--- src/hdl/fesd_pkg.sv ---
// ----------------------------------------------------------------------------
// fesd_pkg
// shared types and constants of the flight end stationarity detector
// ----------------------------------------------------------------------------
package fesd_pkg;

    localparam int HIST_DEPTH = 16;
    localparam int IDX_W      = $clog2(HIST_DEPTH);

    localparam int LAT_W  = 28;
    localparam int LON_W  = 29;
    localparam int ALT_W  = 18;
    localparam int HSP_W  = 13;
    localparam int VSP_W  = 15;
    localparam int VLIM_W = 10;
    localparam int CFG_W  = 29;
    localparam int CIDX_W = 3;

    // squared distance in microdegrees beyond which the pilot is far
    localparam int FAR_LIMIT_SQ = 12957926;
    // largest axis offset whose square can stay within the far limit
    localparam int FAR_AXIS_MAX = 3599;
    localparam int ALT_HIGH     = 30;
    localparam int ALT_GATE     = 50;
    localparam int ALT_DEV_LIM  = 30 * HIST_DEPTH * HIST_DEPTH;
    // smallest deviation sum in microdegrees that fails the horizontal test
    localparam int XY_DEV_LIM   = (3000000 * HIST_DEPTH - 1) / 11112 + 1;

    localparam int SQ_OP_W    = 13;
    localparam int SQ_W       = 2 * SQ_OP_W;
    localparam int ROOT_STEPS = SQ_OP_W;
    localparam int RCNT_W     = 4;

    localparam int SA_W   = ALT_W + IDX_W;
    localparam int SX_W   = LON_W + IDX_W;
    localparam int SY_W   = LAT_W + IDX_W;
    localparam int DALT_W = SA_W + 1;
    localparam int DEVA_W = DALT_W + IDX_W;
    localparam int DEVX_W = SQ_OP_W + IDX_W;

    typedef enum logic [1:0] {
        REQ_PUSH    = 2'd0,
        REQ_QUERY   = 2'd1,
        REQ_RESTART = 2'd2
    } req_t;

    typedef enum logic [CIDX_W-1:0] {
        CFG_TAKEOFF_LAT = 3'd0,
        CFG_TAKEOFF_LON = 3'd1,
        CFG_TAKEOFF_ALT = 3'd2,
        CFG_VERT_LIMIT  = 3'd3,
        CFG_HORIZ_LIMIT = 3'd4
    } cfg_idx_t;

    typedef enum logic [7:0] {
        S_IDLE   = 8'b0000_0001,
        S_LOCK_A = 8'b0000_0010,
        S_LOCK_B = 8'b0000_0100,
        S_SUM    = 8'b0000_1000,
        S_DEV_X  = 8'b0001_0000,
        S_DEV_Y  = 8'b0010_0000,
        S_ROOT   = 8'b0100_0000,
        S_FINISH = 8'b1000_0000
    } state_t;

endpackage

--- src/hdl/flight_end_stationarity_detector_top.sv ---
// ----------------------------------------------------------------------------
// flight_end_stationarity_detector_top
// ring of recent fixes with lock latch and flight end query
// ----------------------------------------------------------------------------
// One item at a time. A push passes through the two lock states; a restart,
// an unknown request and a query that fails the full-ring or altitude gate go
// straight to finish; a full query makes one sum pass over the ring, then per
// entry two passes through the shared squaring multiplier and a 13-step
// bit-per-cycle square root. The input is stalled from transfer until the
// result is loaded into the output register.
module flight_end_stationarity_detector_top
(
    input  logic                          clk,
    input  logic                          rst_n,
    input  logic                          cfg_write,
    input  logic [fesd_pkg::CIDX_W-1:0]   cfg_index,
    input  logic [fesd_pkg::CFG_W-1:0]    cfg_data,
    input  logic                          in_valid,
    output logic                          in_stall,
    input  logic [1:0]                    req_type,
    input  logic signed [fesd_pkg::LAT_W-1:0] cur_lat,
    input  logic signed [fesd_pkg::LON_W-1:0] cur_lon,
    input  logic signed [fesd_pkg::ALT_W-1:0] cur_alt,
    input  logic [fesd_pkg::HSP_W-1:0]    horiz_speed,
    input  logic signed [fesd_pkg::VSP_W-1:0] vert_speed,
    output logic                          out_valid,
    input  logic                          out_stall,
    output logic                          flight_ended,
    output logic                          flight_locked,
    output logic                          history_full
);
    import fesd_pkg::*;

    logic signed [LAT_W-1:0]  takeoff_lat_reg;
    logic signed [LON_W-1:0]  takeoff_lon_reg;
    logic signed [ALT_W-1:0]  takeoff_alt_reg;
    logic [VLIM_W-1:0]        vert_limit_reg;
    logic [HSP_W-1:0]         horiz_limit_reg;

    logic signed [LAT_W-1:0]  ring_lat [HIST_DEPTH];
    logic signed [LON_W-1:0]  ring_lon [HIST_DEPTH];
    logic signed [ALT_W-1:0]  ring_alt [HIST_DEPTH];
    logic [HSP_W-1:0]         ring_hspeed [HIST_DEPTH];
    logic signed [VSP_W-1:0]  ring_vspeed [HIST_DEPTH];

    state_t                   state_reg;
    logic [IDX_W-1:0]         widx_reg;
    logic                     wrapped_reg;
    logic                     far_seen_reg;
    logic [IDX_W-1:0]         idx_reg;
    logic [RCNT_W-1:0]        rcnt_reg;

    logic signed [LAT_W-1:0]  lat_reg;
    logic signed [LON_W-1:0]  lon_reg;
    logic signed [ALT_W-1:0]  alt_reg;
    logic [HSP_W-1:0]         hs_reg;

    logic signed [SA_W-1:0]   sa_reg;
    logic signed [SX_W-1:0]   sx_reg;
    logic signed [SY_W-1:0]   sy_reg;
    logic [DEVA_W-1:0]        dev_alt_reg;
    logic [DEVX_W-1:0]        dev_xy_reg;
    logic                     calm_reg;
    logic                     xy_fail_reg;
    logic [SQ_W-1:0]          acc_reg;
    logic [SQ_W-1:0]          root_reg;
    logic [SQ_W-1:0]          bit_reg;
    logic                     ended_reg;

    logic                     out_valid_reg;
    logic                     flight_ended_reg;
    logic                     flight_locked_reg;
    logic                     history_full_reg;

    logic                     accept;
    logic                     out_free;

    // lock datapath
    logic signed [LAT_W:0]    dlat_s;
    logic signed [LON_W:0]    dlon_s;
    logic signed [ALT_W:0]    dalt_s;
    logic signed [ALT_W:0]    gate_s;
    logic [LAT_W:0]           dlat_m;
    logic [LON_W:0]           dlon_m;
    logic [ALT_W:0]           dalt_m;
    logic                     axis_far;

    // deviation datapath
    logic signed [LON_W-1:0]  cx;
    logic signed [LAT_W-1:0]  cy;
    logic signed [LON_W:0]    dx_s;
    logic signed [LAT_W:0]    dy_s;
    logic [LON_W:0]           dx_m;
    logic [LAT_W:0]           dy_m;
    logic signed [SA_W-1:0]   alt_scaled;
    logic signed [DALT_W-1:0] da_s;
    logic [DALT_W-1:0]        da_m;
    logic [VSP_W-1:0]         vs_m;

    // shared squaring unit and root step
    logic [SQ_OP_W-1:0]       mul_op;
    logic [SQ_W-1:0]          mul_prod;
    logic [SQ_W-1:0]          sq_sum;
    logic [SQ_W-1:0]          trial;
    logic                     take;
    logic [SQ_W-1:0]          root_next;
    logic [DEVX_W-1:0]        dev_xy_next;

    assign accept   = in_valid && !in_stall;
    assign in_stall = (state_reg != S_IDLE);
    assign out_free = !out_valid_reg || !out_stall;

    assign out_valid     = out_valid_reg;
    assign flight_ended  = flight_ended_reg;
    assign flight_locked = flight_locked_reg;
    assign history_full  = history_full_reg;

    always_comb
    begin
        dlat_s = {lat_reg[LAT_W-1], lat_reg} - {takeoff_lat_reg[LAT_W-1], takeoff_lat_reg};
        dlon_s = {lon_reg[LON_W-1], lon_reg} - {takeoff_lon_reg[LON_W-1], takeoff_lon_reg};
        dalt_s = {alt_reg[ALT_W-1], alt_reg} - {takeoff_alt_reg[ALT_W-1], takeoff_alt_reg};
        gate_s = {cur_alt[ALT_W-1], cur_alt} - {takeoff_alt_reg[ALT_W-1], takeoff_alt_reg};
        dlat_m = dlat_s[LAT_W] ? (LAT_W+1)'(1'b0) - dlat_s : dlat_s;
        dlon_m = dlon_s[LON_W] ? (LON_W+1)'(1'b0) - dlon_s : dlon_s;
        dalt_m = dalt_s[ALT_W] ? (ALT_W+1)'(1'b0) - dalt_s : dalt_s;
        axis_far = (dlat_m > (LAT_W+1)'(FAR_AXIS_MAX)) || (dlon_m > (LON_W+1)'(FAR_AXIS_MAX));

        cx   = LON_W'(sx_reg >>> IDX_W);
        cy   = LAT_W'(sy_reg >>> IDX_W);
        dx_s = {cx[LON_W-1], cx} - {ring_lon[idx_reg][LON_W-1], ring_lon[idx_reg]};
        dy_s = {cy[LAT_W-1], cy} - {ring_lat[idx_reg][LAT_W-1], ring_lat[idx_reg]};
        dx_m = dx_s[LON_W] ? (LON_W+1)'(1'b0) - dx_s : dx_s;
        dy_m = dy_s[LAT_W] ? (LAT_W+1)'(1'b0) - dy_s : dy_s;
        alt_scaled = SA_W'(ring_alt[idx_reg]) <<< IDX_W;
        da_s = {sa_reg[SA_W-1], sa_reg} - {alt_scaled[SA_W-1], alt_scaled};
        da_m = da_s[DALT_W-1] ? DALT_W'(1'b0) - da_s : da_s;
        vs_m = ring_vspeed[idx_reg][VSP_W-1] ? VSP_W'(1'b0) - ring_vspeed[idx_reg]
                                             : ring_vspeed[idx_reg];

        case (state_reg)
            S_LOCK_A: mul_op = dlat_m[SQ_OP_W-1:0];
            S_LOCK_B: mul_op = dlon_m[SQ_OP_W-1:0];
            S_DEV_X:  mul_op = dx_m[SQ_OP_W-1:0];
            S_DEV_Y:  mul_op = dy_m[SQ_OP_W-1:0];
            default:  mul_op = '0;
        endcase
        mul_prod = mul_op * mul_op;
        sq_sum   = acc_reg + mul_prod;

        trial       = root_reg + bit_reg;
        take        = (acc_reg >= trial);
        root_next   = take ? (root_reg >> 1) + bit_reg : (root_reg >> 1);
        dev_xy_next = dev_xy_reg + DEVX_W'(root_next[SQ_OP_W-1:0]);
    end

    always_ff @(posedge clk or negedge rst_n)
    begin
        if (!rst_n)
        begin
            takeoff_lat_reg <= '0;
            takeoff_lon_reg <= '0;
            takeoff_alt_reg <= '0;
            vert_limit_reg  <= VLIM_W'(50);
            horiz_limit_reg <= HSP_W'(50);
        end
        else if (cfg_write)
        begin
            case (cfg_index)
                CFG_TAKEOFF_LAT: takeoff_lat_reg <= cfg_data[LAT_W-1:0];
                CFG_TAKEOFF_LON: takeoff_lon_reg <= cfg_data[LON_W-1:0];
                CFG_TAKEOFF_ALT: takeoff_alt_reg <= cfg_data[ALT_W-1:0];
                CFG_VERT_LIMIT:  vert_limit_reg  <= cfg_data[VLIM_W-1:0];
                CFG_HORIZ_LIMIT: horiz_limit_reg <= cfg_data[HSP_W-1:0];
                default: ;
            endcase
        end
    end

    // ring storage, no reset
    always_ff @(posedge clk)
    begin
        if (accept && req_type == REQ_PUSH)
        begin
            ring_lat[widx_reg]    <= cur_lat;
            ring_lon[widx_reg]    <= cur_lon;
            ring_alt[widx_reg]    <= cur_alt;
            ring_hspeed[widx_reg] <= horiz_speed;
            ring_vspeed[widx_reg] <= vert_speed;
        end
    end

    // payload and datapath registers
    always_ff @(posedge clk)
    begin
        case (state_reg)
            S_IDLE:
            begin
                lat_reg     <= cur_lat;
                lon_reg     <= cur_lon;
                alt_reg     <= cur_alt;
                hs_reg      <= horiz_speed;
                sa_reg      <= '0;
                sx_reg      <= '0;
                sy_reg      <= '0;
                dev_alt_reg <= '0;
                dev_xy_reg  <= '0;
                calm_reg    <= 1'b1;
                xy_fail_reg <= 1'b0;
                ended_reg   <= 1'b0;
            end
            S_LOCK_A: acc_reg <= mul_prod;
            S_SUM:
            begin
                sa_reg <= sa_reg + SA_W'(ring_alt[idx_reg]);
                sx_reg <= sx_reg + SX_W'(ring_lon[idx_reg]);
                sy_reg <= sy_reg + SY_W'(ring_lat[idx_reg]);
                if (ring_hspeed[idx_reg] > horiz_limit_reg
                    || vs_m > VSP_W'(vert_limit_reg))
                begin
                    calm_reg <= 1'b0;
                end
            end
            S_DEV_X:
            begin
                acc_reg     <= mul_prod;
                dev_alt_reg <= dev_alt_reg + DEVA_W'(da_m);
                if (dx_m >= (LON_W+1)'(XY_DEV_LIM) || dy_m >= (LAT_W+1)'(XY_DEV_LIM))
                begin
                    xy_fail_reg <= 1'b1;
                end
            end
            S_DEV_Y:
            begin
                acc_reg  <= sq_sum;
                root_reg <= '0;
                bit_reg  <= SQ_W'(1) << (2 * (ROOT_STEPS - 1));
            end
            S_ROOT:
            begin
                if (take)
                begin
                    acc_reg <= acc_reg - trial;
                end
                root_reg <= root_next;
                bit_reg  <= bit_reg >> 2;
                if (rcnt_reg == RCNT_W'(ROOT_STEPS - 1))
                begin
                    dev_xy_reg <= dev_xy_next;
                    ended_reg  <= calm_reg && !xy_fail_reg
                                  && dev_alt_reg < DEVA_W'(ALT_DEV_LIM)
                                  && dev_xy_next < DEVX_W'(XY_DEV_LIM);
                end
            end
            default: ;
        endcase
    end

    // sequencer and control state
    always_ff @(posedge clk or negedge rst_n)
    begin
        if (!rst_n)
        begin
            state_reg     <= S_IDLE;
            widx_reg      <= '0;
            wrapped_reg   <= 1'b0;
            far_seen_reg  <= 1'b0;
            idx_reg       <= '0;
            rcnt_reg      <= '0;
            out_valid_reg <= 1'b0;
        end
        else
        begin
            if (state_reg == S_FINISH && out_free)
            begin
                out_valid_reg <= 1'b1;
            end
            else if (!out_stall)
            begin
                out_valid_reg <= 1'b0;
            end
            case (state_reg)
                S_IDLE:
                begin
                    idx_reg <= '0;
                    if (accept)
                    begin
                        case (req_type)
                            REQ_PUSH:
                            begin
                                if (widx_reg == IDX_W'(HIST_DEPTH - 1))
                                begin
                                    widx_reg    <= '0;
                                    wrapped_reg <= 1'b1;
                                end
                                else
                                begin
                                    widx_reg <= widx_reg + 1'b1;
                                end
                                state_reg <= S_LOCK_A;
                            end
                            REQ_QUERY:
                            begin
                                if (wrapped_reg && gate_s <= (ALT_W+1)'(ALT_GATE))
                                begin
                                    state_reg <= S_SUM;
                                end
                                else
                                begin
                                    state_reg <= S_FINISH;
                                end
                            end
                            REQ_RESTART:
                            begin
                                widx_reg     <= '0;
                                wrapped_reg  <= 1'b0;
                                far_seen_reg <= 1'b0;
                                state_reg    <= S_FINISH;
                            end
                            default: state_reg <= S_FINISH;
                        endcase
                    end
                end
                S_LOCK_A: state_reg <= S_LOCK_B;
                S_LOCK_B:
                begin
                    if (axis_far || sq_sum > SQ_W'(FAR_LIMIT_SQ)
                        || dalt_m > (ALT_W+1)'(ALT_HIGH))
                    begin
                        far_seen_reg <= 1'b1;
                    end
                    state_reg <= S_FINISH;
                end
                S_SUM:
                begin
                    idx_reg <= idx_reg + 1'b1;
                    if (idx_reg == IDX_W'(HIST_DEPTH - 1))
                    begin
                        state_reg <= S_DEV_X;
                    end
                end
                S_DEV_X: state_reg <= S_DEV_Y;
                S_DEV_Y:
                begin
                    rcnt_reg  <= '0;
                    state_reg <= S_ROOT;
                end
                S_ROOT:
                begin
                    rcnt_reg <= rcnt_reg + 1'b1;
                    if (rcnt_reg == RCNT_W'(ROOT_STEPS - 1))
                    begin
                        idx_reg <= idx_reg + 1'b1;
                        if (idx_reg == IDX_W'(HIST_DEPTH - 1))
                        begin
                            state_reg <= S_FINISH;
                        end
                        else
                        begin
                            state_reg <= S_DEV_X;
                        end
                    end
                end
                S_FINISH:
                begin
                    if (out_free)
                    begin
                        state_reg <= S_IDLE;
                    end
                end
                default: state_reg <= S_IDLE;
            endcase
        end
    end

    // result register
    always_ff @(posedge clk)
    begin
        if (state_reg == S_FINISH && out_free)
        begin
            flight_ended_reg  <= ended_reg;
            flight_locked_reg <= far_seen_reg || (hs_reg > horiz_limit_reg);
            history_full_reg  <= wrapped_reg;
        end
    end

    a_onehot_state: assert property (@(posedge clk) disable iff (!rst_n)
        $onehot(state_reg))
        else $error("sequencer state not one-hot");

    a_accept_leaves_idle: assert property (@(posedge clk) disable iff (!rst_n)
        accept |=> state_reg != S_IDLE)
        else $error("transfer did not start work");

    a_result_from_finish: assert property (@(posedge clk) disable iff (!rst_n)
        $rose(out_valid_reg) |-> $past(state_reg == S_FINISH))
        else $error("result loaded outside finish");

    a_ended_needs_full: assert property (@(posedge clk) disable iff (!rst_n)
        out_valid_reg && flight_ended_reg |-> history_full_reg)
        else $error("flight end reported with ring not full");

    a_root_bound: assert property (@(posedge clk) disable iff (!rst_n)
        state_reg == S_ROOT |-> rcnt_reg < RCNT_W'(ROOT_STEPS))
        else $error("root step count overrun");

endmodule
--- config.mk ---
export PLATFORM = sky130hd
export DESIGN_NAME = flight_end_stationarity_detector_top
export DESIGN_NICKNAME = d
export VERILOG_FILES = /design/src/hdl/fesd_pkg.sv /design/src/hdl/flight_end_stationarity_detector_top.sv
export SDC_FILE = /design/constraint.sdc
export NUM_CORES = 2
export LEC_CHECK = 0
export BUFFER_PORTS_ARGS = -buffer_cell sky130_fd_sc_hd__clkbuf_2
export CORE_MARGIN = 2
export CORE_UTILIZATION = 45
export CTS_CLUSTER_DIAMETER = 30
export DETAILED_ROUTE_END_ITERATION = 6
export PLACE_DENSITY = 0.68
export SLEW_MARGIN = 10
export SYNTH_ARGS = -nofsm -noshare
export SYNTH_HDL_FRONTEND = slang
export SYNTH_SLANG_ARGS = --single-unit
--- constraint.sdc ---
create_clock -name clk -period 36.5 [get_ports clk]
set_clock_uncertainty 0.15 [all_clocks]
set_input_delay 1.825 -clock clk [delete_from_list [all_inputs] [get_ports clk]]
set_output_delay 1.825 -clock clk [all_outputs]
set_load 0.05 [all_outputs]
==> flow_summary.json <==
{
  "synth_seq_area_share": 0.582,
  "layout_overhead_on_the_synthesized_area_pct": 16.7,
  "setup_repair_after_global_routing_missed_its_margin": "false",
  "route.vias.total": 67000,
  "synth.avg_cell_area_um2": 14.2,
  "worst-slew-pin-transition_ns": 1.32,
  "worst_hold_class": "reg2reg",
  "floorplan.die.width_um": 487,
  "coreArea_mm2": 0.233,
  "worst_setup_path_category": "reg2reg",
  "max_cap_violations": 0,
  "grt_total_usage": 0.240,
  "largest_area_contributor_in_the_netlist": "sky130_fd_sc_hd__edfxtp_1",
  "post-cts-setup-buffer-count": 0,
  "ys.warnings.count": 0,
  "cts_inserted_buffers": 394,
  "design.final.nets": 8519,
  "antenna_violations_before_repair": 37,
  "place_hpwl_um": 179000,
  "synth_edf_count": 1938,
  "die_area_mm2": 0.238,
  "tritoncts": "yes",
  "clockRootBuffer": "sky130_fd_sc_hd__clkbuf_16",
  "syn-cell-area_mm2": 0.105,
  "max_h_tree_level": 5,
  "core.rowCount": 177,
  "report.final.hold_viol_count": 0,
  "clock_insertion_delay_worst_skew_ns": 1.00,
  "most-common-layout-cells": "1938 x sky130_fd_sc_hd__edfxtp_1, 515 x sky130_fd_sc_hd__mux4_2, 483 x sky130_fd_sc_hd__ha_1",
  "synth_top_flop_cell": "sky130_fd_sc_hd__edfxtp_1",
  "utilization": 0.528,
  "drc_violation_count_after_routing": 0,
  "layout-drive-gt1-share": 0.191,
  "worst-path-buf-inv": 9,
  "power_density_mw_per_mm2": 54.0,
  "post_cts_resize_count": 0,
  "routed_wire_length_per_instance_um": 25.8,
  "slew_viol_final": 0,
  "critical_path.startpoint_type": "flip-flop",
  "critical_path_arrival_ns": 17.02,
  "grt_start_max_net_pins": 104,
  "synth.ff_latch_count": 2059,
  "avgViaCountPerCell": 6.00,
  "initial_core_util": 0.452,
  "1st_pass_router_iterations": 6,
  "place_inst": 10400,
  "max_flop_register": "ring_lon",
  "number_of_hold_repair_buffers_added_at_the_cts_stage": 0,
  "min_period_ns": 16.38,
  "via_count_of_the_first_global_routing_pass": 66800,
  "internal_power_consumption_mw": 5.08,
  "layout.cells.non_filler": 11200,
  "critical-path-top-delay-family": "compound AO/OA/AOI/OAI gates",
  "top_regs": "ring_lon (464), ring_lat (448), ring_alt (288)",
  "fraction_of_synthesized_cell_area_taken_by_the_top_area_cell_type": 0.553,
  "max_reg_flops": 464,
  "fillerInstances": 18700,
  "timing.final.crit_share": 0.449,
  "share_comb_of_total_power": 0.071,
  "io-pin-count": 147,
  "p_clk_frac": 0.535,
  "count_of_routing_violations_after_the_opening_detailed_route_iteration": 6800,
  "die_span_y_um": 487,
  "number_of_setup_violations_in_the_final_report": 0,
  "setup_tns_ns": 0,
  "critical-path-max-stage-delay_ns": 0.95,
  "outcome": "complete, no violations",
  "asyncSetResetFlopFracSynth": 0.0588,
  "maxClockFrequency_ghz": 0.0611,
  "buffer_ports.inserted": 146,
  "p_leak_nw": 44.4,
  "mappedNetlistNets": 8118,
  "most_common_cell_after_layout_fill_and_taps_aside": "sky130_fd_sc_hd__edfxtp_1",
  "grt_first_pass_wirelength_um": 425000,
  "post_synth_main_area_contributors": "sky130_fd_sc_hd__edfxtp_1 55%, sky130_fd_sc_hd__mux4_2 11%, sky130_fd_sc_hd__ha_1 5.7%",
  "critical_path.endpoint_type": "flip-flop",
  "vdd_drop_max_mv": 0.0569,
  "cts-root-to-sink-buffers": 4,
  "netSwitchingFraction": 0.232,
  "power.sequential.fraction": 0.395,
  "worst_slew_margin_rel": 0.104,
  "path_clk_slew_ns": 0.05,
  "final_antenna_net_count": 0,
  "netlist-cell-type-count": 103,
  "totalWireLength_um": 288000,
  "cts.sink_count": 2059,
  "global_route.overflow_total": 0,
  "path_max_fanout": 41,
  "standard_cell_with_the_maximum_stage_delay_on_the_critical_path": "sky130_fd_sc_hd__a2111oi_0",
  "crit_required_ns": 37.14,
  "postSynthCellCount": 7383,
  "crit_top_cell": "sky130_fd_sc_hd__inv_1",
  "placer_s_final_routability_congestion_estimate": 0.924,
  "power_spent_charging_and_discharging_nets_mw": 1.54
}
-- area by class of cell --
| cell class | instances | area, um2 | share of cell area |
|---|---|---|---|
| Clock inverter | 270 | 2820 | 0.0230 |
| Antenna cell | 23 | 57.6 | 0.000469 |
| Timing Repair Buffer | 248 | 1520 | 0.0123 |
| Inverter | 478 | 1800 | 0.0147 |
| Multi-Input combinational cell | 4603 | 41300 | 0.336 |
| Clock buffer | 437 | 10200 | 0.0832 |
| Tap cell | 3043 | 3810 | 0.0310 |
| Sequential cell | 2059 | 61200 | 0.499 |
-- worst register-to-register path, delay by kind of cell (launching register included) --
family	cells	cell delay [ns]
AOI/OAI and AO/OA	17	5.37
xor gates and xnor gates	3	0.59
adders and majority gates	8	3.44
buffers and inverters	9	2.94
DFF	1	0.85
muxes	2	1.19
and+or+nand+nor	8	1.73
-- kinds of logic (layout without fill, tap and decap cells) --
kind of cell / Yosys count / after routing / synth area share
compound gates: 1379 / 1379 / 0.0859
xor+xnor: 414 / 414 / 0.0346
fa+ha+maj: 593 / 593 / 0.0784
buf+inv: 721 / 1433 / 0.0266
flops: 2059 / 2059 / 0.582
mux: 554 / 554 / 0.114
other cells: 0 / 23 / 0
simple gates: 1663 / 1663 / 0.0779
-- cells in the mapped netlist, types with 24 or more instances --
cell type and instances:
sky130_fd_sc_hd__edfxtp_1 1938, sky130_fd_sc_hd__mux4_2 515, sky130_fd_sc_hd__ha_1 483, sky130_fd_sc_hd__inv_1 478
sky130_fd_sc_hd__nor2_1 452, sky130_fd_sc_hd__nand2_1 414, sky130_fd_sc_hd__o21ai_0 337, sky130_fd_sc_hd__a21oi_1 321
sky130_fd_sc_hd__xnor2_1 233, sky130_fd_sc_hd__xor2_1 179, sky130_fd_sc_hd__clkbuf_1 171, sky130_fd_sc_hd__nor3_1 157
sky130_fd_sc_hd__a21o_1 117, sky130_fd_sc_hd__nand3_1 115, sky130_fd_sc_hd__dfrtp_1 114, sky130_fd_sc_hd__fa_1 110
sky130_fd_sc_hd__and2_1 83, sky130_fd_sc_hd__a31oi_1 77, sky130_fd_sc_hd__nor2b_1 65, sky130_fd_sc_hd__o21a_1 61
sky130_fd_sc_hd__nand2b_1 60, sky130_fd_sc_hd__o21bai_1 52, sky130_fd_sc_hd__and3_1 51, sky130_fd_sc_hd__buf_2 46
sky130_fd_sc_hd__nand4_1 44, sky130_fd_sc_hd__nor4_1 41, sky130_fd_sc_hd__a211oi_1 40, sky130_fd_sc_hd__o211ai_1 37
sky130_fd_sc_hd__or3_1 37, sky130_fd_sc_hd__o31ai_1 27, sky130_fd_sc_hd__nand3b_1 24
-- power by group through the flow --
stage          Combinational, mW  Clock, mW  Sequential (mW)
2_1_floorplan              0.313          0             2.66
3_3_place_gp               0.446          0             2.66
3_5_place_dp               0.454          0             2.66
4_1_cts                    0.458       3.58             2.61
5_1_grt                    0.511       3.69             2.61
6_report                   0.467       3.54             2.61
-- through the flow --
step,setup slack [ns],power [mW],area (um2),hold slack (ns)
floorplan,21.85,2.97,105000,0.250
global placement,20.53,3.10,110000,0.254
detailed placement,20.21,3.11,110000,0.262
CTS,20.09,6.65,123000,0.269
global route,18.91,6.81,123000,0.266
finish,20.12,6.62,123000,0.268
-- layer usage --
layer	routed length, um	vias to the layer above	GRT usage	part of all wire
met5	179	-	0	0.00062
met4	10300	28	0.0923	0.036
met3	21000	524	0.0441	0.073
met2	140000	2796	0.395	0.49
met1	116000	34100	0.315	0.40
li1	-	29500	-	-
-- worst paths after layout --
check	from	to	slack, ns	cells past startpoint
setup / recovery	idx_reg[0]$_DFFE_PN0P_	far_seen_reg$_DFFE_PN0P_	20.12	47
hold / removal	ended_reg$_DFFE_PP_	flight_ended$_DFFE_PP_	0.27	0
setup reg to reg	idx_reg[0]$_DFFE_PN0P_	far_seen_reg$_DFFE_PN0P_	20.12	47
hold reg to reg	ended_reg$_DFFE_PP_	flight_ended$_DFFE_PP_	0.27	0
max in group asynchronous	rst_n	idx_reg[1]$_DFFE_PN0P_	34.04	2
min in group asynchronous	rst_n	horiz_limit_reg[0]$_DFFE_PN0P_	0.74	1
Note: power is estimated with default switching activity, not from simulation.
